==> config.mk <==
export PLATFORM = sky130hd
export DESIGN_NAME = firsr_tap_cell
export DESIGN_NICKNAME = d
export VERILOG_FILES = /design/src/rtl/core/firsr_pkg.sv /design/src/rtl/core/firsr_tap_cell.sv
export SDC_FILE = /design/constraint.sdc
export NUM_CORES = 1
export LEC_CHECK = 0
export BUFFER_PORTS_ARGS = -buffer_cell sky130_fd_sc_hd__buf_2
export CORE_UTILIZATION = 25
export CTS_BUF_LIST = sky130_fd_sc_hd__clkbuf_4 sky130_fd_sc_hd__clkbuf_8 sky130_fd_sc_hd__clkbuf_16
export DETAILED_ROUTE_END_ITERATION = 7
export HOLD_SLACK_MARGIN = 0.15
export REMOVE_ABC_BUFFERS = 1
export SYNTH_ARGS = -nofsm -noshare
export SYNTH_HDL_FRONTEND = slang
export SYNTH_SLANG_ARGS = --single-unit
export TNS_END_PERCENT = 1
==> constraint.sdc <==
create_clock -name clk -period 9.31 [get_ports clk]
set_input_delay 1.3965 -clock clk [delete_from_list [all_inputs] [get_ports clk]]
set_output_delay 1.3965 -clock clk [all_outputs]
set_load 0.05 [all_outputs]
==> src/rtl/core/firsr_pkg.sv <==
// Shared types, constants and a helper function for the shift-register FIR filter.
`default_nettype none

package firsr_pkg;

    // Word width of samples, coefficients, products and the running sum.
    localparam int DATA_W = 32;

    // Width of the coefficient index field.
    localparam int IDX_W = 4;

    // Default number of taps.
    localparam int TAPS_DEFAULT = 11;

    // Item operation codes.
    typedef enum logic [0:0] {
        OP_FILTER      = 1'b0,
        OP_COEFF_WRITE = 1'b1
    } op_t;

    // One input beat.
    typedef struct packed {
        op_t                       operation;
        logic signed [DATA_W-1:0]  sample;
        logic        [IDX_W-1:0]   coeff_index;
        logic signed [DATA_W-1:0]  coeff_value;
        logic                      block_end;
    } item_t;

    // One output beat.
    typedef struct packed {
        logic signed [DATA_W-1:0]  filtered;
        logic                      last_of_block;
    } result_t;

    // Sideband that travels alongside a sample through the adder tree.
    typedef struct packed {
        logic valid;
        logic last;
    } ctl_t;

    // Depth of the registered adder tree; a single leaf still gets one level.
    function automatic int tree_levels(input int leaves);
        int levels;
        levels = (leaves > 1) ? $clog2(leaves) : 1;
        return levels;
    endfunction

endpackage

`default_nettype wire

==> src/rtl/core/firsr_tap_cell.sv <==
// One tap of the filter: delay register, coefficient register and a registered product.
`default_nettype none

module firsr_tap_cell (
    input  wire logic                              clk,
    input  wire logic                              rst_n,
    input  wire logic                              shift_en,
    input  wire logic                              clear,
    input  wire logic                              coeff_we,
    input  wire logic [firsr_pkg::DATA_W-1:0]      coeff_value,
    input  wire logic [firsr_pkg::DATA_W-1:0]      tap_in,
    output logic      [firsr_pkg::DATA_W-1:0]      tap_out,
    output logic      [firsr_pkg::DATA_W-1:0]      product
);

    logic [firsr_pkg::DATA_W-1:0] delay_reg;
    logic [firsr_pkg::DATA_W-1:0] delay_next;
    logic [firsr_pkg::DATA_W-1:0] weight_reg;
    logic [firsr_pkg::DATA_W-1:0] product_reg;
    logic [firsr_pkg::DATA_W-1:0] product_next;

    // The end of a block empties the delay line after this sample has been used.
    always_comb
    begin
        delay_next   = clear ? '0 : tap_in;
        product_next = firsr_pkg::DATA_W'(tap_in * weight_reg);
    end

    always_ff @(posedge clk or negedge rst_n)
    begin
        if (!rst_n)
        begin
            delay_reg  <= '0;
            weight_reg <= '0;
        end
        else
        begin
            if (shift_en)
            begin
                delay_reg <= delay_next;
            end
            if (coeff_we)
            begin
                weight_reg <= coeff_value;
            end
        end
    end

    always_ff @(posedge clk)
    begin
        if (shift_en)
        begin
            product_reg <= product_next;
        end
    end

    assign tap_out = delay_reg;
    assign product = product_reg;

endmodule

`default_nettype wire

==> qor.txt <==
Post-CTS setup buffer count: 0
Slew @ Worst Pin: 1.13 ns
Vias: 12900
Most Frequent Cell on Critical Path: fa_1
CP Depth: 20
R2r worst-path depth: 20
Largest net degree at the start of global routing: 63
Area of the multi-input gates: 14900 µm²
First DRT Iteration DRCs: 581
WP buf/inv: 3
Die area: 78500 µm²
Sequential share of the synthesized area: 13.2%
Final Cycle Share: 82.3%
Global Route Usage Sum: 14.0%
Flops & latches, synth: 96
CP top delay family: adder cells
Die W: 280 µm
Total number of yosys warnings: 0
Worst setup SP type: input port
Ys async rst share: 66.7%
Synth Flop Type: dfrtp_1
Core Area: 76200 µm²
Final worst path period need: 7.67 ns
Cell area after synthesis: 19300 µm²
CP Class: input port to register
Synth Area per Inst: 9.87 µm²
# nets final: 2608
Clk sink count: 96
Later-pin clock latency in the skew report: 0.42 ns
Max-slew headroom: 25.0%
Final Wtd Congestion: 0.811
Crit-path cells: buf_2 > and2_1 > fa_1 > fa_1 > fa_1 > inv_1 > fa_1 > inv_1 > fa_1 > fa_1 > fa_1 > fa_1 > ha_1 > a21oi_1 > o21ai_0 > a31o_1 > a21o_1 > a221oi_4 > o21ai_1 > xor2_1
CP Data Required Time: 9.47 ns
Area Growth Syn to Fin: 10.1%
Clock skew: 0.0149 ns
Area contributors post-synth: fa_1 42%, and2_1 12%, dfrtp_1 8.3%, ha_1 8.0%, inv_1 7.6%
Most common library cells after synthesis: 408 x fa_1, 393 x inv_1, 370 x and2_1
Critical R2R Launch: weight_reg[8]
First-pass GRT wire length: 83.6 mm
Post-synth EDFFs: 32
Initial core utilization: 25.4%
Worst Setup EP: product[30]
Share of the synthesized area in the top cell type: 42.2%
RSZ-0062 raised after global routing: false
Crit path from: tap_in[14]
WP data arrival: 7.83 ns
Yosys cell types: 47
Outcome: finished clean
Worst setup EP type: register
Final hold violation count: 0
CTS resizes: 0
CTS root buffer: clkbuf_16
CTS tree: done
I/O pin cnt: 133
Fmax achieved: 0.130 GHz
FF/Latch Area: 2560 µm²
Antenna Violating Nets Remaining: 0
Worst-case clock buffer depth: 2
R2r setup slk: 2.02 ns
Final setup vio count: 0
PortBufs: 132
Critical Path Max Stage Delay: 0.57 ns
Most common cell in the netlist: fa_1
Worst reg2reg endpoint: product[30]
Share of layout cells above drive strength 1: 9.54%
# DRC: 0
Setup TNS: 0 ns
Gr ovfl total: 0
CTS Hold Bufs: 0
Die Y: 280 µm
Critical path's slowest cell: fa_1
# fillers: 8053
Initial antenna violation count: 1
Row count: 101
Cells after Synth: 1959
Number of global-route vias before repair: 14300
H-tree levels: 3
Final HPWL DP: 42.0 mm
Max Slew Vio Count: 0
CTS Buf Count: 9
Wire per inst: 17.3 µm
Synth area leader: fa_1
Routed wire length: 52.6 mm
Clock-pin slew on the worst setup and hold paths: 0.08 ns
DR vias/cell: 4.24
CP max FO: 19
Worst min path class: register to register
Max cap viols: 0
Pre-antenna DRT Iters: 6
area by class of cell:
class | count | share of cell area, %
Tap cell | 1030 | 6.05
Clock buffer | 9 | 1.06
Antenna cell | 2 | 0.0235
Clock inverter | 7 | 0.464
Inverter | 393 | 6.93
Multi-Input combinational cell | 1371 | 70.1
Timing Repair Buffer | 137 | 3.30
Sequential cell | 96 | 12.0
routing by layer:
layer | GRT usage, % | wire length (µm) | up-vias
met2 | 23.6 | 25700 | 249
met3 | 1.71 | 1880 | 54
met1 | 18.6 | 23800 | 6728
met5 | 0 | 11 | -
li1 | - | - | 5887
met4 | 4.72 | 1220 | 2
layout by cell type, fill, tap and decap left out, types with 2 or more instances in the layout:
master / netlist / layout
buf_4: 0 / 7
o21ai_0: 39 / 39
o21bai_1: 4 / 4
clkbuf_16: 0 / 9
dfrtp_1: 64 / 64
xor2_1: 19 / 19
nand4_1: 3 / 3
buf_2: 0 / 130
a211oi_1: 2 / 2
nand3b_1: 32 / 32
inv_1: 393 / 393
a211o_1: 2 / 2
o21ai_1: 5 / 5
a21o_1: 12 / 12
o21a_1: 5 / 5
nand2b_1: 4 / 4
fa_1: 408 / 408
nand2_1: 178 / 178
xnor2_1: 67 / 67
and3_1: 3 / 3
a21oi_2: 2 / 2
and2_1: 370 / 370
nor2_1: 10 / 10
clkinv_8: 0 / 3
diode_2: 0 / 2
a21oi_1: 27 / 27
edfxtp_1: 32 / 32
mux2_2: 32 / 32
inv_8: 0 / 3
ha_1: 123 / 123
nand3_1: 2 / 2
nor3_1: 3 / 3
worst min-delay path, stage by stage, from the launching register on:
cell	delay, ns
dfrtp_1	0.38
inv_1	0.05
o21ai_0	0.06
worst min path at each step:
| stage | start | end | slack [ns] | depth (start not counted) |
|---|---|---|---|---|
| 3_5_place_dp | weight_reg[31] | weight_reg[31] | 0.51 | 1 |
| 6_report | tap_out[11] | tap_out[11] | 0.52 | 2 |
| 2_1_floorplan | weight_reg[31] | weight_reg[31] | 0.48 | 1 |
| 4_1_cts | tap_out[11] | tap_out[11] | 0.53 | 2 |
| 3_3_place_gp | weight_reg[31] | weight_reg[31] | 0.50 | 1 |
| 5_1_grt | weight_reg[31] | weight_reg[31] | 0.55 | 1 |
through the flow:
stage	setup slack, ns	cell area, µm²	util [%]	std cells	hold slack (ns)
detailed placement	1.20	21000	27.5	3027	0.508
CTS	1.67	21300	27.9	3043	0.526
floorplan	2.04	19000	-	1860	0.481
global placement	1.26	21000	27.5	3027	0.497
global route	1.40	21300	27.9	3043	0.547
finish	1.64	21300	27.9	3045	0.521
logic make-up (layout without fill, tap and decap cells):
family                   Yosys count  in the layout  synth area share (%)
other                              0              2                     0
multiplexers                      32             32                  1.86
flip-flops                        96             96                  13.2
adder cells (fa/ha/maj)          531            531                  50.2
XOR/XNOR                          86             86                  3.89
AND/OR/NAND/NOR                  610            610                  17.5
AO/OA/AOI/OAI                    112            112                  3.76
buffers and inverters            492            546                  9.55
Power is left out: the tool's default activity adds up to more than one toggle a clock period on the data nets, which glitch-free logic cannot reach.
