File: src/rtl/core/firsr_pkg.sv
// Shared types, constants and a helper function for the shift-register FIR filter.
`default_nettype none

package firsr_pkg;

    // Word width of samples, coefficients, products and the running sum.
    localparam int DATA_W = 32;

    // Width of the coefficient index field.
    localparam int IDX_W = 4;

    // Default number of taps.
    localparam int TAPS_DEFAULT = 11;

    // Item operation codes.
    typedef enum logic [0:0] {
        OP_FILTER      = 1'b0,
        OP_COEFF_WRITE = 1'b1
    } op_t;

    // One input beat.
    typedef struct packed {
        op_t                       operation;
        logic signed [DATA_W-1:0]  sample;
        logic        [IDX_W-1:0]   coeff_index;
        logic signed [DATA_W-1:0]  coeff_value;
        logic                      block_end;
    } item_t;

    // One output beat.
    typedef struct packed {
        logic signed [DATA_W-1:0]  filtered;
        logic                      last_of_block;
    } result_t;

    // Sideband that travels alongside a sample through the adder tree.
    typedef struct packed {
        logic valid;
        logic last;
    } ctl_t;

    // Depth of the registered adder tree; a single leaf still gets one level.
    function automatic int tree_levels(input int leaves);
        int levels;
        levels = (leaves > 1) ? $clog2(leaves) : 1;
        return levels;
    endfunction

endpackage

`default_nettype wire

File: src/rtl/core/firsr_result_fifo.sv
// Small result queue between the adder tree and the output channel.
`default_nettype none

module firsr_result_fifo #(
    parameter int DEPTH = 8
) (
    input  wire logic                 clk,
    input  wire logic                 rst_n,
    input  wire logic                 push,
    input  wire firsr_pkg::result_t   push_data,
    input  wire logic                 pop,
    output logic                      valid,
    output firsr_pkg::result_t        data
);

    localparam int PTR_W = $clog2(DEPTH);
    localparam int CNT_W = $clog2(DEPTH + 1);

    firsr_pkg::result_t   entry_reg [DEPTH];
    logic [PTR_W-1:0]     wr_ptr_reg;
    logic [PTR_W-1:0]     wr_ptr_next;
    logic [PTR_W-1:0]     rd_ptr_reg;
    logic [PTR_W-1:0]     rd_ptr_next;
    logic [CNT_W-1:0]     count_reg;
    logic [CNT_W-1:0]     count_next;

    always_comb
    begin
        wr_ptr_next = wr_ptr_reg;
        rd_ptr_next = rd_ptr_reg;
        count_next  = count_reg;
        if (push)
        begin
            wr_ptr_next = (wr_ptr_reg == PTR_W'(DEPTH - 1)) ? '0 : wr_ptr_reg + 1'b1;
        end
        if (pop)
        begin
            rd_ptr_next = (rd_ptr_reg == PTR_W'(DEPTH - 1)) ? '0 : rd_ptr_reg + 1'b1;
        end
        if (push && !pop)
        begin
            count_next = count_reg + 1'b1;
        end
        else if (pop && !push)
        begin
            count_next = count_reg - 1'b1;
        end
    end

    always_ff @(posedge clk or negedge rst_n)
    begin
        if (!rst_n)
        begin
            wr_ptr_reg <= '0;
            rd_ptr_reg <= '0;
            count_reg  <= '0;
        end
        else
        begin
            wr_ptr_reg <= wr_ptr_next;
            rd_ptr_reg <= rd_ptr_next;
            count_reg  <= count_next;
        end
    end

    always_ff @(posedge clk)
    begin
        if (push)
        begin
            entry_reg[wr_ptr_reg] <= push_data;
        end
    end

    assign valid = (count_reg != '0);
    assign data  = entry_reg[rd_ptr_reg];

endmodule

`default_nettype wire

File: config.mk
export PLATFORM = sky130hd
export DESIGN_NAME = firsr_result_fifo
export DESIGN_NICKNAME = d
export VERILOG_FILES = /design/src/rtl/core/firsr_pkg.sv /design/src/rtl/core/firsr_result_fifo.sv
export SDC_FILE = /design/constraint.sdc
export NUM_CORES = 1
export LEC_CHECK = 0
export ABC_CLOCK_PERIOD_IN_PS = 4100
export BUFFER_PORTS_ARGS = -buffer_cell sky130_fd_sc_hd__buf_2
export CAP_MARGIN = 30
export CORE_ASPECT_RATIO = 1.1
export CORE_MARGIN = 8
export CORE_UTILIZATION = 60
export DETAILED_ROUTE_END_ITERATION = 12
export GPL_TIMING_DRIVEN = 0
export HOLD_SLACK_MARGIN = 0.08
export PLACE_DENSITY = 0.84
export SYNTH_ARGS = -nofsm -noshare
export SYNTH_HDL_FRONTEND = slang
export SYNTH_SLANG_ARGS = --single-unit
File: constraint.sdc
create_clock -name clk -period 4.1 [get_ports clk]
set_input_delay 0.41 -clock clk [delete_from_list [all_inputs] [get_ports clk]]
set_output_delay 0.41 -clock clk [all_outputs]
set_load 0.01 [all_outputs]
==> results_dict.tcl <==
set metrics [dict create \
    coreArea_um2 17550 \
    largest_reg_flops 264 \
    cap_violations 0 \
    finalCritPeriodShare 0.7095 \
    yosysTopAreaCellShare 0.7463 \
    synth_edf_count 264 \
    cp_data_arrival_time_ns 2.50 \
    yosysUniqueCellTypes 27 \
    clk_latency_ns 0.53 \
    nets 605 \
    syn_inst 447 \
    gp_congestion 0.6989 \
    synth_common_cells "264 x edfxtp_1, 66 x mux4_2, 23 x mux2_2, 15 x mux2_4, 10 x dfrtp_1" \
    hold_path.class "input port to flip-flop" \
    post-cts-setup-buffer-count 0 \
    drc 0 \
    end_kind "output pin" \
    cts.repair.resized 0 \
    die_x_um 142.9 \
    vias 5162 \
    wirelength_mm 23.27 \
    initial_core_util 0.6053 \
    grt_pass1_wl_mm 34.62 \
    rsz0062_at_grt "false" \
    drt_iter0_drc 544 \
    antenna_found_initial 1 \
    first_pass_iters 5 \
    io_buffers 70 \
    status "finished, final reports clean" \
    synth_area_per_cell_um2 23.76 \
    criticalPathCategory "flip-flop to output pin" \
    cts_root_buffer "clkbuf_16" \
    yosysMostFrequentCell "edfxtp_1" \
    slew_headroom 0.3463 \
    synth_fp_nets 492 \
    ir_drop_mv 0.4265 \
    whs_ns 0.1499 \
    cp-start-kind "flip-flop" \
    ys_ff_latch 274 \
    powerDensity_nw_per_um2 740.1 \
    grt_max_degree 23 \
    die_area_um2 22220 \
    clockBufferDepth 3 \
    dieHeight_um 155.6 \
    setup_tns_ns 0 \
    area_growth_pct 17.62 \
    ys_top_cells_by_area "edfxtp_1 75%, mux4_2 14%, mux2_2 2.4%" \
    clk_pin_slew_ns 0.06 \
    cp_data_required_time_ns 3.69 \
    slew_violations 0 \
    period_needed_ns 2.909 \
    grtUsageTotal 0.2159 \
    cts_tree "yes" \
    p_leak_uw 0.004200 \
    hold_buffers 1 \
    routed.top_layer "met4" \
    max_freq_ghz 0.3438 \
    vias_per_cell 6.303 \
    clock_sinks 274 \
    ys_seq_area_frac 0.7698 \
    hpwl_mm 13.49 \
    io_pins 71 \
    met2_length_mm 12.61 \
    async_flop_share 0.03650 \
    wl_met3_mm 1.801 \
    finalHoldViolCount 0 \
    finalSetupViolations 0 \
    tightestPinTransition_ns 0.9752 \
    gr-total-overflow 0 \
    synth_ff_type "edfxtp_1" \
    syn_area_um2 10620 \
    finalClockSkew_ns 0.01222 \
    ant_nets 0 \
    m1WireLength_mm 8.122 \
    cts_buffers 26 \
    worstPathMaxFanout 10 \
    yosysWarnings 0 \
    grt_pass1_vias 5632 \
    cts-htree-levels 1 \
    synth_area_leader_cell "edfxtp_1" \
    nFillCells 978 \
    wl_per_cell_um 28.41 \
    row_count 51 \
    drive_above_1_share 0.4345 \
]
## worst max-delay path: stages, from the launching register on
cell and delay [ns]:
dfrtp_1 0.41, buf_6 0.14, buf_2 0.38, mux4_2 0.61, mux2_2 0.29, buf_2 0.14
## per-layer routing
metal,up-vias,track usage
met5,-,0
met4,0,0.09473
met3,52,0.04071
met2,290,0.3818
met1,2705,0.2522
li1,2115,-
## cell families after synthesis
family	share of synthesized area
multiplexers	0.1865
adder cells (fa/ha/maj)	0.01013
AND/OR/NAND/NOR	0.01225
XOR/XNOR	0.001649
AO/OA/AOI/OAI	0.004828
buffers and inverters	0.01484
flip-flops	0.7698
## area by class of cell
class / instances / area (um^2) / area share
Sequential cell: 274 / 8178 / 0.6545
Multi-Input combinational cell: 149 / 2342 / 0.1875
Clock buffer: 35 / 735.7 / 0.05888
Timing Repair Buffer: 85 / 581.8 / 0.04657
Tap cell: 238 / 297.8 / 0.02383
Clock inverter: 13 / 198.9 / 0.01592
Buffer: 20 / 142.6 / 0.01142
Inverter: 4 / 15.01 / 0.001202
Antenna cell: 1 / 2.502 / 0.0002003
## per-stage QoR
stage,cell area (um^2),util,power [uW],cells,setup WS [ns]
floorplan,10620,-,5629,447,0.7887
global placement,11270,0.6423,6431,755,-1.560
detailed placement,11540,0.6574,6654,768,1.645
CTS,12480,0.7112,9302,817,1.161
global route,12490,0.7120,9584,819,1.095
finish,12490,0.7120,9247,819,1.191
## report_power, final
group | total, uW | switching (uW) | leakage [uW] | internal [uW]
logic | 2990 | 1520 | 0.00123 | 1470
registers | 3680 | 165 | 0.00252 | 3520
clock network | 2580 | 1000 | 0.000455 | 1580
total | 9250 | 2690 | 0.00420 | 6560
## cell usage in the layout, fill, tap and decap left out, types with 3 or more instances in the layout
master / instances
o21ai_0: 3
mux2_4: 15
buf_6: 8
inv_1: 4
clkbuf_16: 27
nand2_1: 5
ha_1: 7
edfxtp_1: 264
dfrtp_1: 10
clkbuf_8: 3
buf_2: 79
clkbuf_1: 10
clkinv_2: 5
bufinv_16: 5
mux4_2: 66
mux2_2: 23
buf_12: 7
nor2_4: 6
nand3b_1: 3
## final timing paths
check | start | to | slack (ns) | depth (start not counted)
max in group asynchronous | rst_n | count_reg[1]$_DFFE_PN0P_ | 3.60 | 2
min | push_data[2] | entry_reg[3][2]$_DFFE_PP_ | 0.15 | 1
max reg2reg | wr_ptr_reg[2]$_DFFE_PN0P_ | entry_reg[0][0]$_DFFE_PP_ | 1.74 | 4
min reg2reg | count_reg[2]$_DFFE_PN0P_ | count_reg[2]$_DFFE_PN0P_ | 0.57 | 2
max | rd_ptr_reg[0]$_DFFE_PN0P_ | data[11] | 1.19 | 5
min in group asynchronous | rst_n | wr_ptr_reg[2]$_DFFE_PN0P_ | 0.28 | 2
No activity file was read; power rests on OpenSTA's default activity.
