==> config.mk <==
export PLATFORM = sky130hd
export DESIGN_NAME = firsr_add_tree
export DESIGN_NICKNAME = d
export VERILOG_FILES = /design/src/rtl/core/firsr_pkg.sv /design/src/rtl/core/firsr_add_tree.sv
export SDC_FILE = /design/constraint.sdc
export NUM_CORES = 1
export LEC_CHECK = 0
export BUFFER_PORTS_ARGS = -buffer_cell sky130_fd_sc_hd__buf_2
export CAP_MARGIN = 30
export CELL_PAD_IN_SITES_DETAIL_PLACEMENT = 0
export CELL_PAD_IN_SITES_GLOBAL_PLACEMENT = 1
export CORE_MARGIN = 2
export CORE_UTILIZATION = 35
export DETAILED_ROUTE_END_ITERATION = 7
export PLACE_DENSITY_LB_ADDON = 0.1
export SLEW_MARGIN = 0
export SYNTH_ARGS = -nofsm -noshare
export SYNTH_HDL_FRONTEND = slang
export SYNTH_SLANG_ARGS = --single-unit
==> constraint.sdc <==
create_clock -name clk -period 6.9 [get_ports clk]
set_input_delay 0 -clock clk [delete_from_list [all_inputs] [get_ports clk]]
set_output_delay 0 -clock clk [all_outputs]
set_load 0.1 [all_outputs]
==> src/rtl/core/firsr_pkg.sv <==
// Shared types, constants and a helper function for the shift-register FIR filter.
`default_nettype none

package firsr_pkg;

    // Word width of samples, coefficients, products and the running sum.
    localparam int DATA_W = 32;

    // Width of the coefficient index field.
    localparam int IDX_W = 4;

    // Default number of taps.
    localparam int TAPS_DEFAULT = 11;

    // Item operation codes.
    typedef enum logic [0:0] {
        OP_FILTER      = 1'b0,
        OP_COEFF_WRITE = 1'b1
    } op_t;

    // One input beat.
    typedef struct packed {
        op_t                       operation;
        logic signed [DATA_W-1:0]  sample;
        logic        [IDX_W-1:0]   coeff_index;
        logic signed [DATA_W-1:0]  coeff_value;
        logic                      block_end;
    } item_t;

    // One output beat.
    typedef struct packed {
        logic signed [DATA_W-1:0]  filtered;
        logic                      last_of_block;
    } result_t;

    // Sideband that travels alongside a sample through the adder tree.
    typedef struct packed {
        logic valid;
        logic last;
    } ctl_t;

    // Depth of the registered adder tree; a single leaf still gets one level.
    function automatic int tree_levels(input int leaves);
        int levels;
        levels = (leaves > 1) ? $clog2(leaves) : 1;
        return levels;
    endfunction

endpackage

`default_nettype wire

==> src/rtl/core/firsr_add_tree.sv <==
// Registered binary adder tree that sums the tap products, with its sideband pipeline.
`default_nettype none

module firsr_add_tree #(
    parameter int LEAVES = firsr_pkg::TAPS_DEFAULT
) (
    input  wire logic                              clk,
    input  wire logic                              rst_n,
    input  wire firsr_pkg::ctl_t                   ctl_in,
    input  wire logic [firsr_pkg::DATA_W-1:0]      leaf [LEAVES],
    output firsr_pkg::ctl_t                        ctl_out,
    output logic      [firsr_pkg::DATA_W-1:0]      sum
);

    localparam int LEVELS = firsr_pkg::tree_levels(LEAVES);
    localparam int SPAN   = 1 << LEVELS;
    localparam int INNER  = SPAN - 1;

    logic [firsr_pkg::DATA_W-1:0] pad      [SPAN];
    logic [firsr_pkg::DATA_W-1:0] node_reg [INNER];
    firsr_pkg::ctl_t              ctl_reg  [LEVELS+1];

    // Missing leaves contribute zero.
    for (genvar j = 0; j < SPAN; j++)
    begin : g_pad
        if (j < LEAVES)
        begin : g_used
            assign pad[j] = leaf[j];
        end
        else
        begin : g_zero
            assign pad[j] = '0;
        end
    end

    // Heap layout: node i has children 2i+1 and 2i+2; indices from INNER on are leaves.
    for (genvar i = 0; i < INNER; i++)
    begin : g_node
        logic [firsr_pkg::DATA_W-1:0] node_next;

        if (2 * i + 1 >= INNER)
        begin : g_from_leaf
            assign node_next = pad[2*i+1-INNER] + pad[2*i+2-INNER];
        end
        else
        begin : g_from_node
            assign node_next = node_reg[2*i+1] + node_reg[2*i+2];
        end

        always_ff @(posedge clk)
        begin
            node_reg[i] <= node_next;
        end
    end

    // The sideband is registered together with the tap products, then again at each tree level.
    always_ff @(posedge clk or negedge rst_n)
    begin
        if (!rst_n)
        begin
            for (int s = 0; s <= LEVELS; s++)
            begin
                ctl_reg[s] <= '0;
            end
        end
        else
        begin
            ctl_reg[0] <= ctl_in;
            for (int s = 1; s <= LEVELS; s++)
            begin
                ctl_reg[s] <= ctl_reg[s-1];
            end
        end
    end

    assign ctl_out = ctl_reg[LEVELS];
    assign sum     = node_reg[0];

endmodule

`default_nettype wire

==> results of run 1 <==
[worst min-delay path by stage]
stage	cells past startpoint	slack, ns	to
2_1_floorplan	0	-0.30	ctl_out[0]
3_3_place_gp	1	-0.15	ctl_reg[9]
3_5_place_dp	1	-0.13	ctl_reg[8]
4_1_cts	4	0.001	node_reg[1][123]
5_1_grt	2	0.04	node_reg[1][130]
6_report	4	0.03	node_reg[1][123]
[repair_timing]
| action | CTS | global route |
|---|---|---|
| hold buffers | 457 | 0 |
| setup endpoints to repair | 0 | 0 |
| endpoints found under the hold margin | 204 | 0 |
[cell families (layout without fill, tap and decap cells)]
| kind of cell | count (synthesis) | after routing | share of synthesized area (%) |
|---|---|---|---|
| adders and majority gates | 320 | 320 | 17.76 |
| AOI/OAI and AO/OA | 820 | 820 | 23.39 |
| muxes | 1 | 1 | 0.04359 |
| buffers and inverters | 124 | 986 | 2.588 |
| and+or+nand+nor | 514 | 514 | 10.90 |
| xor gates and xnor gates | 282 | 282 | 10.75 |
| DFF | 394 | 394 | 34.56 |
[area by class of cell]
cell class / count / area, sq um / area share (%)
Timing Repair Buffer: 846 / 6521 / 20.56
Multi-Input combinational cell: 1937 / 14430 / 45.51
Inverter: 58 / 217.7 / 0.6865
Tap cell: 855 / 1070 / 3.373
Sequential cell: 394 / 7938 / 25.03
Clock buffer: 60 / 1284 / 4.048
Clock inverter: 22 / 249.0 / 0.7851
[worst max-delay path: stages]
cell,delay [ns]
sky130_fd_sc_hd__dlygate4sd3_1,0.55
sky130_fd_sc_hd__buf_2,0.13
sky130_fd_sc_hd__ha_1,0.22
sky130_fd_sc_hd__fa_1,0.42
sky130_fd_sc_hd__a21o_1,0.21
sky130_fd_sc_hd__a221o_1,0.42
sky130_fd_sc_hd__o211ai_1,0.40
sky130_fd_sc_hd__a211oi_1,0.21
sky130_fd_sc_hd__a2111oi_2,0.51
sky130_fd_sc_hd__nor4b_1,0.14
sky130_fd_sc_hd__o21a_1,0.23
sky130_fd_sc_hd__o21a_1,0.20
sky130_fd_sc_hd__o41ai_2,0.26
sky130_fd_sc_hd__xnor2_1,0.10
sky130_fd_sc_hd__dlygate4sd3_1,0.56
[cells in the final DEF (no fill, tap or decap), types with 39 or more instances in the layout]
| master | synthesis | final |
|---|---|---|
| sky130_fd_sc_hd__a21o_1 | 173 | 173 |
| sky130_fd_sc_hd__o21ai_0 | 117 | 117 |
| sky130_fd_sc_hd__nor2_1 | 136 | 136 |
| sky130_fd_sc_hd__nor3_1 | 39 | 39 |
| sky130_fd_sc_hd__inv_1 | 58 | 58 |
| sky130_fd_sc_hd__xnor2_1 | 203 | 203 |
| sky130_fd_sc_hd__nand3_1 | 52 | 52 |
| sky130_fd_sc_hd__clkbuf_16 | 0 | 46 |
| sky130_fd_sc_hd__a21oi_1 | 250 | 250 |
| sky130_fd_sc_hd__o21bai_1 | 39 | 39 |
| sky130_fd_sc_hd__o21a_1 | 47 | 47 |
| sky130_fd_sc_hd__dlygate4sd3_1 | 0 | 457 |
| sky130_fd_sc_hd__nand2_1 | 121 | 121 |
| sky130_fd_sc_hd__ha_1 | 310 | 310 |
| sky130_fd_sc_hd__xor2_1 | 79 | 79 |
| sky130_fd_sc_hd__dfxtp_1 | 384 | 384 |
| sky130_fd_sc_hd__buf_2 | 1 | 389 |
[per-stage QoR]
step	area (sq um)	cells	power, mW	setup slack [ns]
global placement	25610	3633	10.03	3.232
detailed placement	25610	3633	10.04	3.158
global route	31710	4172	13.82	2.552
floorplan	22970	2455	8.592	3.795
CTS	31710	4172	12.97	2.873
finish	31710	4172	12.81	2.789
[power by group]
group	switching (mW)	total, mW	internal, mW	leakage (nW)
Combinational	3.98	6.87	2.89	10.6
Sequential	0.340	3.51	3.17	3.36
Clock	0.959	2.42	1.46	0.761
Total	5.28	12.8	7.53	14.7
[routing by layer]
metal / share of wire [%] / up-vias
li1: - / 10600
met1: 45 / 9304
met2: 48 / 402
met3: 3.9 / 93
met4: 2.2 / 2
met5: 0.020 / -
==> impl_summary.txt, run 1 <==
----------------------------------------------------
[Run status]
  Result of the run ... finished clean

[Clock network]
  CTS tree ... yes
  Clk Latency, worst-skew pair ... 0.57 ns
  Total clock sinks ... 394
  Buffers inserted during post-CTS setup optimization ... 0
  Clock edge transition at the registers on the reported setup and hold paths ... 0.05 ns
  Htree depth ... 2
  Total CTS buffers ... 45
  Root buffer cell ... sky130_fd_sc_hd__clkbuf_16
  Gates resized, CTS repair ... 0
  CTS max path bufs ... 3

[Global route]
  Via count of the first global-routing pass ... 21.30k
  Global-route usage over all layers ... 18.80%
  Antenna violations before repair ... 2
  Grt total ovfl ... 0
  Largest net degree at the start of global routing ... 15
  Most used routing layer ... met2
  Wire length of the first global-routing pass ... 104.3 mm
  Met3 Usage GRT ... 2.427%
  Met2 Track Usage GR ... 33.69%
  Global-route track usage on met1 ... 23.55%

[Finish]
  Filler instances ... 6247
  Antenna Diode Count ... 0
  Fraction of final layout cells sized beyond drive strength 1 ... 14.74%
  Syn-to-layout area delta ... 38.09%
  Number of flip-flops under the largest register name ... 384
  Final standard cell utilization of the core ... 49.02%
  Number of nets in the finished design ... 3958

[Synth]
  Instance count of the mapped netlist ... 2455
  Ranking of synthesized cells by area ... sky130_fd_sc_hd__dfxtp_1, sky130_fd_sc_hd__ha_1, sky130_fd_sc_hd__xnor2_1
  Portion of synthesized cell area occupied by the leading cell type ... 33.47%
  Post-synthesis sequential area ratio ... about a third
  Most used flip-flop cell after synthesis ... sky130_fd_sc_hd__dfxtp_1
  Count of unique library cells instantiated by Yosys ... a little under 80
  Count of flip-flops with a built-in enable after synthesis ... 0
  Most frequent cell after synthesis ... sky130_fd_sc_hd__dfxtp_1
  Post-synth ARST share ... between 2 and 3%
  Cell area after technology mapping ... 22970 sq um
  Most numerous cell types in the synthesized netlist ... sky130_fd_sc_hd__dfxtp_1, sky130_fd_sc_hd__ha_1, sky130_fd_sc_hd__a21oi_1
  Yosys top cell by area ... sky130_fd_sc_hd__dfxtp_1
  Synth Warn # ... 0
  Synth Net Count ... ~3.1k
  Post-synthesis register bit count ... 394
  Post-Syn Area per Cell ... 9.355 sq um

[STA]
  Worst max-slew margin expressed relative to the limit ... 37.66%
  Hold WS ... 0.03459 ns
  Setup tns final ... 0 ns
  Actual transition at the worst max-transition pin ... 0.9280 ns
  Max-slew violations ... 0
  Final-report hold violation count ... 0
  Max Fclk ... between 0.2 and 0.25 GHz
  Final number of setup-violating endpoints ... 0
  Final critical delay including setup and external delays ... ~4 ns
  Final Skew ... 0.01290 ns
  Part of the cycle the worst path needs ... 59.58%
  Setup repair after global routing missed its margin ... no

[Min path]
  Worst Hold Launch ... leaf[58]
  Type of the most critical hold path ... input port to flop

[Floorplanning]
  Initial standard-cell utilization of the core ... 35.50%
  Number of rows in the core area ... 93
  DIE AREA ... 67680 sq um
  I/O pin total ... 390
  X dimension of the die ... 260.2 um
  Y dimension of the die ... 260.2 um
  Placeable core region ... 64700 sq um

[Route]
  Detail-routed via count per cell ... 4.890
  Count of antenna-violating nets left after detailed routing ... 0
  Overall via count from detail_route ... 20.40k
  Average wire length per cell after detail routing ... between 15 and 20 um
  Post-detailed-routing wire length ... 64.18 mm
  Number of DRC markers after the initial detailed-route iteration ... 755
  DRC violation count after routing ... 0
  Drt first pass iters ... 5

[Placed design]
  IO buf count ... 389
  HPWL after detailed placement ... approximately 50 mm
  Weighted congestion reported at the end of routability-driven placement ... 0.8868

[Pwr]
  Power density over cell area ... 403.9 nW/um^2
  Max IR drop VDD ... 0.0002945 V
  Pleak ... between 10 and 15 nW

[Critical path]
  Number of cells on the worst reg-to-reg path ... 12
  Endpoint required time on the critical path ... between 7 and 8 ns
  CP endpoint ... node_reg[1][62]
  Flop-to-flop setup slack ... between 3 and 4 ns
  Biggest fanout along the worst timing path ... 3
  Startpoint type of the worst setup path ... input port
  Capture point of the worst reg-to-reg path ... node_reg[0][126]
  Start of the worst register-to-register path ... node_reg[1][0]
  Crit end category ... flop
  Critical path class ... input port to flop
  Launching element of the worst setup path ... leaf[192]
  Arr. time, crit path ... between 4 and 5 ns

[Flow run]
  Maxcap violations ... 0

----------------------------------------------------
Note: power is estimated with default switching activity, not from simulation.
==> inputs of run 2 (changes only) <==
==> constraint.sdc (replaced) <==
create_clock -name clk -period 4.3 [get_ports clk]
set_input_delay 0 -clock clk [delete_from_list [all_inputs] [get_ports clk]]
set_output_delay 0 -clock clk [all_outputs]
set_load 0.1 [all_outputs]
==> impl_summary.txt, run 2 (synthesis results as in run 1) <==
----------------------------------------------------
[Clock network]
  Root buffer cell ... sky130_fd_sc_hd__clkbuf_16
  CTS tree ... yes
  CTS max path bufs ... 3
  Clk Latency, worst-skew pair ... 0.58 ns
  Htree depth ... 2
  Total CTS buffers ... 45
  Clock edge transition at the registers on the reported setup and hold paths ... 0.06 ns
  Total clock sinks ... 394
  Buffers inserted during post-CTS setup optimization ... 0

[STA]
  Final critical delay including setup and external delays ... 4.031 ns
  Hold WS ... 0.03152 ns
  Worst max-slew margin expressed relative to the limit ... 44.95%
  Setup tns final ... 0 ns
  Max Fclk ... 0.2481 GHz
  Part of the cycle the worst path needs ... 93.75%
  Final Skew ... 0.02601 ns
  Actual transition at the worst max-transition pin ... 0.8128 ns
  Max-slew violations ... 0
  Final number of setup-violating endpoints ... 0
  Final-report hold violation count ... 0
  Post-route worst setup slack ... 0.2687 ns
  Setup repair after global routing missed its margin ... no

[Pwr]
  Power density over cell area ... 651.4 nW/um^2
  Max IR drop VDD ... between 0.0003 and 0.0004 V
  Pleak ... 14.69 nW
  PnR Total Power ... 20.67 mW

[Critical path]
  Slowest cell on the critical path ... sky130_fd_sc_hd__dlygate4sd3_1
  Crit end category ... flop
  Cell-by-cell trace of the critical path ... dlygate4sd3_1, buf_2, ha_1, fa_1, a21o_1, a221o_1, o211ai_1, a211oi_1, a2111oi_2, nor4b_1, o21a_1, o21a_1, o41ai_2, xnor2_1, dlygate4sd3_1
  Critical path class ... input port to flop
  Arr. time, crit path ... 4.49 ns
  Endpoint required time on the critical path ... 4.75 ns
  Biggest fanout along the worst timing path ... 3
  Startpoint type of the worst setup path ... input port
  Largest delay share family, worst path ... compound AO/OA/AOI/OAI gates
  Worst path bufs/invs ... 3
  Delay of the slowest cell on the worst path ... approximately 0.55 ns

[Route]
  Detail-routed via count per cell ... 4.909
  Post-detailed-routing wire length ... about 64 mm
  Overall via count from detail_route ... 20.48k
  Average wire length per cell after detail routing ... 15.46 um
  Number of DRC markers after the initial detailed-route iteration ... 834
  Count of antenna-violating nets left after detailed routing ... 0
  Drt first pass iters ... 5
  DRC violation count after routing ... 0

[Floorplanning]
  DIE AREA ... around 68000 sq um
  Number of rows in the core area ... 93
  Initial standard-cell utilization of the core ... 35.50%
  Placeable core region ... ~65000 sq um
  Y dimension of the die ... 260.2 um
  I/O pin total ... 390
  X dimension of the die ... 260.2 um

[Finish]
  Non-filler instance count after layout ... roughly 4.2k
  Commonest non-fill, non-tap cell in the layout ... sky130_fd_sc_hd__dlygate4sd3_1
  Number of nets in the finished design ... 3957
  Highest-count cells in the layout ignoring fill and taps ... sky130_fd_sc_hd__dlygate4sd3_1, sky130_fd_sc_hd__buf_2, sky130_fd_sc_hd__dfxtp_1
  Filler instances ... 6225
  Finished Cell Area ... 31730 sq um
  Syn-to-layout area delta ... 38.17%
  Fraction of final layout cells sized beyond drive strength 1 ... between 10% and 20%
  Area used by multi-input combinational logic ... 14430 sq um
  Antenna Diode Count ... 0
  Register area ... 7938 sq um
  Final standard cell utilization of the core ... 49.05%
  Number of flip-flops under the largest register name ... 384

[Global route]
  Most used routing layer ... met2
  Global-route usage over all layers ... 18.79%
  Met2 Track Usage GR ... 34.02%
  Grt total ovfl ... 0
  Antenna violations before repair ... 2
  Global-route track usage on met1 ... 23.32%
  Met3 Usage GRT ... approximately 2.4%
  Via count of the first global-routing pass ... between 20k and 25k
  Wire length of the first global-routing pass ... ~100 mm
  Largest net degree at the start of global routing ... 15

[Run status]
  Result of the run ... finished clean

[Placed design]
  IO buf count ... 389
  Cell Count Post-Placement ... 3635
  Minimum setup slack after placement ... 0.5777 ns
  Post-place instance area ... 25620 sq um
  HPWL after detailed placement ... around 50 mm
  Weighted congestion reported at the end of routability-driven placement ... approximately 0.89

[Min path]
  Type of the most critical hold path ... input port to flop

[Flow run]
  Maxcap violations ... 0

----------------------------------------------------
==> run 2: cell count changes in the layout (fill, tap and decap cells not counted), moves of 2 or more <==
cell	previous run	this run
sky130_fd_sc_hd__bufinv_16	4	7
sky130_fd_sc_hd__dlygate4sd3_1	457	454
sky130_fd_sc_hd__buf_4	0	2
sky130_fd_sc_hd__clkinvlp_4	2	4
sky130_fd_sc_hd__clkbuf_8	8	6
==> run 2: cell type report <==
type                       count  share of cell area [%]
timing repair buffer         845                   20.50
clock inverter                25                   1.049
clock buffer                  58                   3.892
tap                          855                   3.371
multi-input combinational   1937                   45.49
inverter                      58                  0.6861
sequential                   394                   25.01
==> run 2: layer usage <==
layer | routed length [um] | up-vias | share of wire, %
li1 | - | 10620 | -
met4 | 1509 | 4 | 2.3
met3 | 2325 | 100 | 3.6
met2 | 31430 | 435 | 49
met1 | 29210 | 9326 | 45
met5 | 21 | - | 0.033
==> run 2: path summary, 6_finish.rpt <==
kind	startpoint	end	slack, ns	cells past startpoint
max	leaf[192]	node_reg[1][62]	0.27	15
min	leaf[165]	node_reg[1][38]	0.03	4
max reg2reg	node_reg[1][0]	node_reg[0][126]	0.53	12
min reg2reg	node_reg[0][168]	node_reg[0][72]	0.33	0
max in group asynchronous	rst_n	ctl_reg[9]	3.58	3
min in group asynchronous	rst_n	ctl_reg[3]	0.41	3
==> run 2: power breakdown <==
group	internal (mW)	switching, mW
registers	5.09	0.541
clock network	2.46	1.54
logic	4.64	6.40
==> run 2: repair_timing <==
action	4_1_cts	5_1_grt
hold endpoints to repair	204	0
setup endpoints to repair	0	1
gates resized for setup	0	1
hold buffers	454	0
==> run 2: worst reg2reg max path, stage by stage, from the launching register on <==
cell	delay (ns)
sky130_fd_sc_hd__dfxtp_1	0.30
sky130_fd_sc_hd__ha_1	0.22
sky130_fd_sc_hd__fa_1	0.40
sky130_fd_sc_hd__a21oi_1	0.23
sky130_fd_sc_hd__nor2_1	0.11
sky130_fd_sc_hd__o311ai_0	0.50
sky130_fd_sc_hd__a311oi_1	0.21
sky130_fd_sc_hd__o21a_1	0.27
sky130_fd_sc_hd__a311o_1	0.40
sky130_fd_sc_hd__a31oi_1	0.46
sky130_fd_sc_hd__o311ai_0	0.24
sky130_fd_sc_hd__a21oi_1	0.22
sky130_fd_sc_hd__xnor2_1	0.14
==> inputs of run 3 (changes only) <==
--- a/config.mk
+++ b/config.mk
@@ -12,7 +12,7 @@
 export CORE_MARGIN = 2
 export CORE_UTILIZATION = 35
 export DETAILED_ROUTE_END_ITERATION = 7
-export PLACE_DENSITY_LB_ADDON = 0.1
+export PLACE_DENSITY_LB_ADDON = 0.12
 export SLEW_MARGIN = 0
 export SYNTH_ARGS = -nofsm -noshare
 export SYNTH_HDL_FRONTEND = slang
==> impl_summary.txt, run 3 (synthesis results as in run 1) <==
----------------------------------------------------
[Pwr]
  Max IR drop VDD ... roughly 0.00032 V
  Net switching share of the total power ... between 40 and 50%
  Combinational group share of total power ... 53.3%
  Fraction of power consumed by sequential logic ... 27.0%
  Power density over cell area ... 652.9 nW/um^2
  Cell-internal power ... 12.29 mW
  Pleak ... 14.71 nW
  Clk network pwr share ... 19.7%
  Psw ... 8.454 mW

[Route]
  Overall via count from detail_route ... 20.53k
  Detail-routed via count per cell ... 4.922
  Post-detailed-routing wire length ... about 65 mm
  Drt first pass iters ... 5
  Count of antenna-violating nets left after detailed routing ... 0
  Number of DRC markers after the initial detailed-route iteration ... approximately 740
  DRC violation count after routing ... 0
  Average wire length per cell after detail routing ... 15.66 um

[Floorplanning]
  Placeable core region ... 64700 sq um
  Y dimension of the die ... 260.2 um
  Initial standard-cell utilization of the core ... 35.50%
  Number of rows in the core area ... 93
  I/O pin total ... just under 400
  DIE AREA ... between 60000 and 70000 sq um
  X dimension of the die ... about 260 um

[Finish]
  Fraction of final layout cells sized beyond drive strength 1 ... 14.87%
  Syn-to-layout area delta ... 38.35%
  Finished Cell Area ... 31770 sq um
  Commonest non-fill, non-tap cell in the layout ... sky130_fd_sc_hd__dlygate4sd3_1
  Non-filler instance count after layout ... 4171
  Number of flip-flops under the largest register name ... ~380
  Highest-count cells in the layout ignoring fill and taps ... sky130_fd_sc_hd__dlygate4sd3_1, sky130_fd_sc_hd__buf_2, sky130_fd_sc_hd__dfxtp_1
  Number of nets in the finished design ... 3957
  Filler instances ... between 6k and 7k

[Placed design]
  Post-place instance area ... approximately 26000 sq um
  Weighted congestion reported at the end of routability-driven placement ... 0.8705
  HPWL after detailed placement ... 50.36 mm
  IO buf count ... 389
  Cell Count Post-Placement ... 3637

[Global route]
  Via count of the first global-routing pass ... 21.40k
  Grt total ovfl ... 0
  Global-route usage over all layers ... a little under a fifth
  Wire length of the first global-routing pass ... approximately 100 mm
  Antenna violations before repair ... 2
  Largest net degree at the start of global routing ... 14

[Critical path]
  Crit end category ... flop
  Endpoint required time on the critical path ... roughly 4.8 ns
  Capture point of the worst reg-to-reg path ... node_reg[0][188]
  Start of the worst register-to-register path ... node_reg[1][96]
  CP endpoint ... node_reg[1][95]
  Startpoint type of the worst setup path ... input port
  Number of cells on the worst reg-to-reg path ... 12
  Flop-to-flop setup slack ... 0.70 ns
  Arr. time, crit path ... about 4.5 ns
  Launching element of the worst setup path ... leaf[130]
  Biggest fanout along the worst timing path ... 4
  Critical path class ... input port to flop

[STA]
  Max Fclk ... 0.2470 GHz
  Worst max-slew margin expressed relative to the limit ... between 40% and 50%
  Final-report hold violation count ... 0
  Final critical delay including setup and external delays ... 4.048 ns
  Final Skew ... 0.01436 ns
  Setup repair after global routing missed its margin ... no
  Actual transition at the worst max-transition pin ... roughly 0.78 ns
  Max-slew violations ... 0
  Setup tns final ... 0 ns
  Final number of setup-violating endpoints ... 0
  Part of the cycle the worst path needs ... a little over nine tenths

[Clock network]
  Total clock sinks ... approximately 390
  CTS max path bufs ... 3
  Gates resized, CTS repair ... 0
  Root buffer cell ... sky130_fd_sc_hd__clkbuf_16
  Number of hold-repair buffers added at the cts stage ... 451
  Total CTS buffers ... 46
  Htree depth ... 2
  Buffers inserted during post-CTS setup optimization ... 0
  Clk Latency, worst-skew pair ... around 0.58 ns
  Clock edge transition at the registers on the reported setup and hold paths ... 0.06 ns
  CTS tree ... yes

[Min path]
  Type of the most critical hold path ... input port to flop

[Flow run]
  Maxcap violations ... 0

[Run status]
  Result of the run ... finished clean

----------------------------------------------------
## run 3: changes by cell type in the layout (fill, tap and decap cells not counted), moves of 2 or more
cell                            previous run  this run
sky130_fd_sc_hd__clkinv_8                  0         2
sky130_fd_sc_hd__dlygate4sd3_1           454       451
sky130_fd_sc_hd__clkbuf_8                  6        11
sky130_fd_sc_hd__buf_4                     2         4
sky130_fd_sc_hd__clkinvlp_4                4         2
sky130_fd_sc_hd__clkbuf_16                45        47
sky130_fd_sc_hd__clkinv_2                 11         7
## run 3: final cells by class
cell class | count | area [sq um] | share of cell area [%]
well taps | 855 | 1070 | 3.367
clock inverters | 18 | 271.5 | 0.8545
inverters | 58 | 217.7 | 0.6852
multi-input cells | 1937 | 14430 | 45.43
repair buffers | 844 | 6491 | 20.43
flip-flops and latches | 394 | 7938 | 24.98
diodes | 1 | 2.502 | 0.007876
clock buffers | 64 | 1350 | 4.249
## run 3: per-layer routing
layer	part of all wire, %	vias up	global-route usage (%)
met1	47	9375	23.79
met4	2.9	2	6.000
met3	3.5	125	2.680
met2	47	418	33.23
met5	0.017	-	0
li1	-	10610	-
## run 3: power by group through the flow
stage	clock network [mW]	registers [mW]	logic, mW
finish	4.09	5.60	11.1
global route	4.38	5.73	12.2
CTS	4.24	5.62	11.1
detailed placement	0	5.66	10.4
global placement	0	5.68	10.4
floorplan	0	5.43	8.35
## run 3: worst max-delay path, cell delays in order
cell	delay (ns)
sky130_fd_sc_hd__dlygate4sd3_1	0.53
sky130_fd_sc_hd__buf_2	0.12
sky130_fd_sc_hd__ha_1	0.28
sky130_fd_sc_hd__dlygate4sd3_1	0.59
sky130_fd_sc_hd__a21oi_1	0.24
sky130_fd_sc_hd__nand2b_1	0.17
sky130_fd_sc_hd__a21o_1	0.18
sky130_fd_sc_hd__o31ai_1	0.13
sky130_fd_sc_hd__buf_4	0.17
sky130_fd_sc_hd__a211o_1	0.35
sky130_fd_sc_hd__a311o_1	0.46
sky130_fd_sc_hd__a31o_2	0.31
sky130_fd_sc_hd__a41oi_1	0.30
sky130_fd_sc_hd__xnor2_1	0.12
sky130_fd_sc_hd__dlygate4sd3_1	0.57
## run 3: how the worst min path moves through the flow
stage,start,to,slack (ns),cells after the start
after detailed placement,rst_n,ctl_reg[9],-0.13,1
after global routing,leaf[3],node_reg[1][131],0.03,2
after global placement,rst_n,ctl_reg[8],-0.15,1
after CTS,leaf[233],node_reg[1][10],0.0003,5
after floorplan,rst_n,ctl_out[0],-0.30,0
final,leaf[143],node_reg[1][79],0.03,3
## run 3: stage by stage
step           util [%]  hold slack [ns]  setup WS, ns  power, mW
4_1_cts           49.11        0.0003024        0.2980      20.95
5_1_grt           49.11          0.03052       0.05544      22.35
3_3_place_gp      39.62          -0.1456        0.8090      16.05
2_1_floorplan         -          -0.2956         1.195      13.79
6_report          49.11          0.03324        0.2518      20.75
3_5_place_dp      39.62          -0.1272        0.6934      16.06
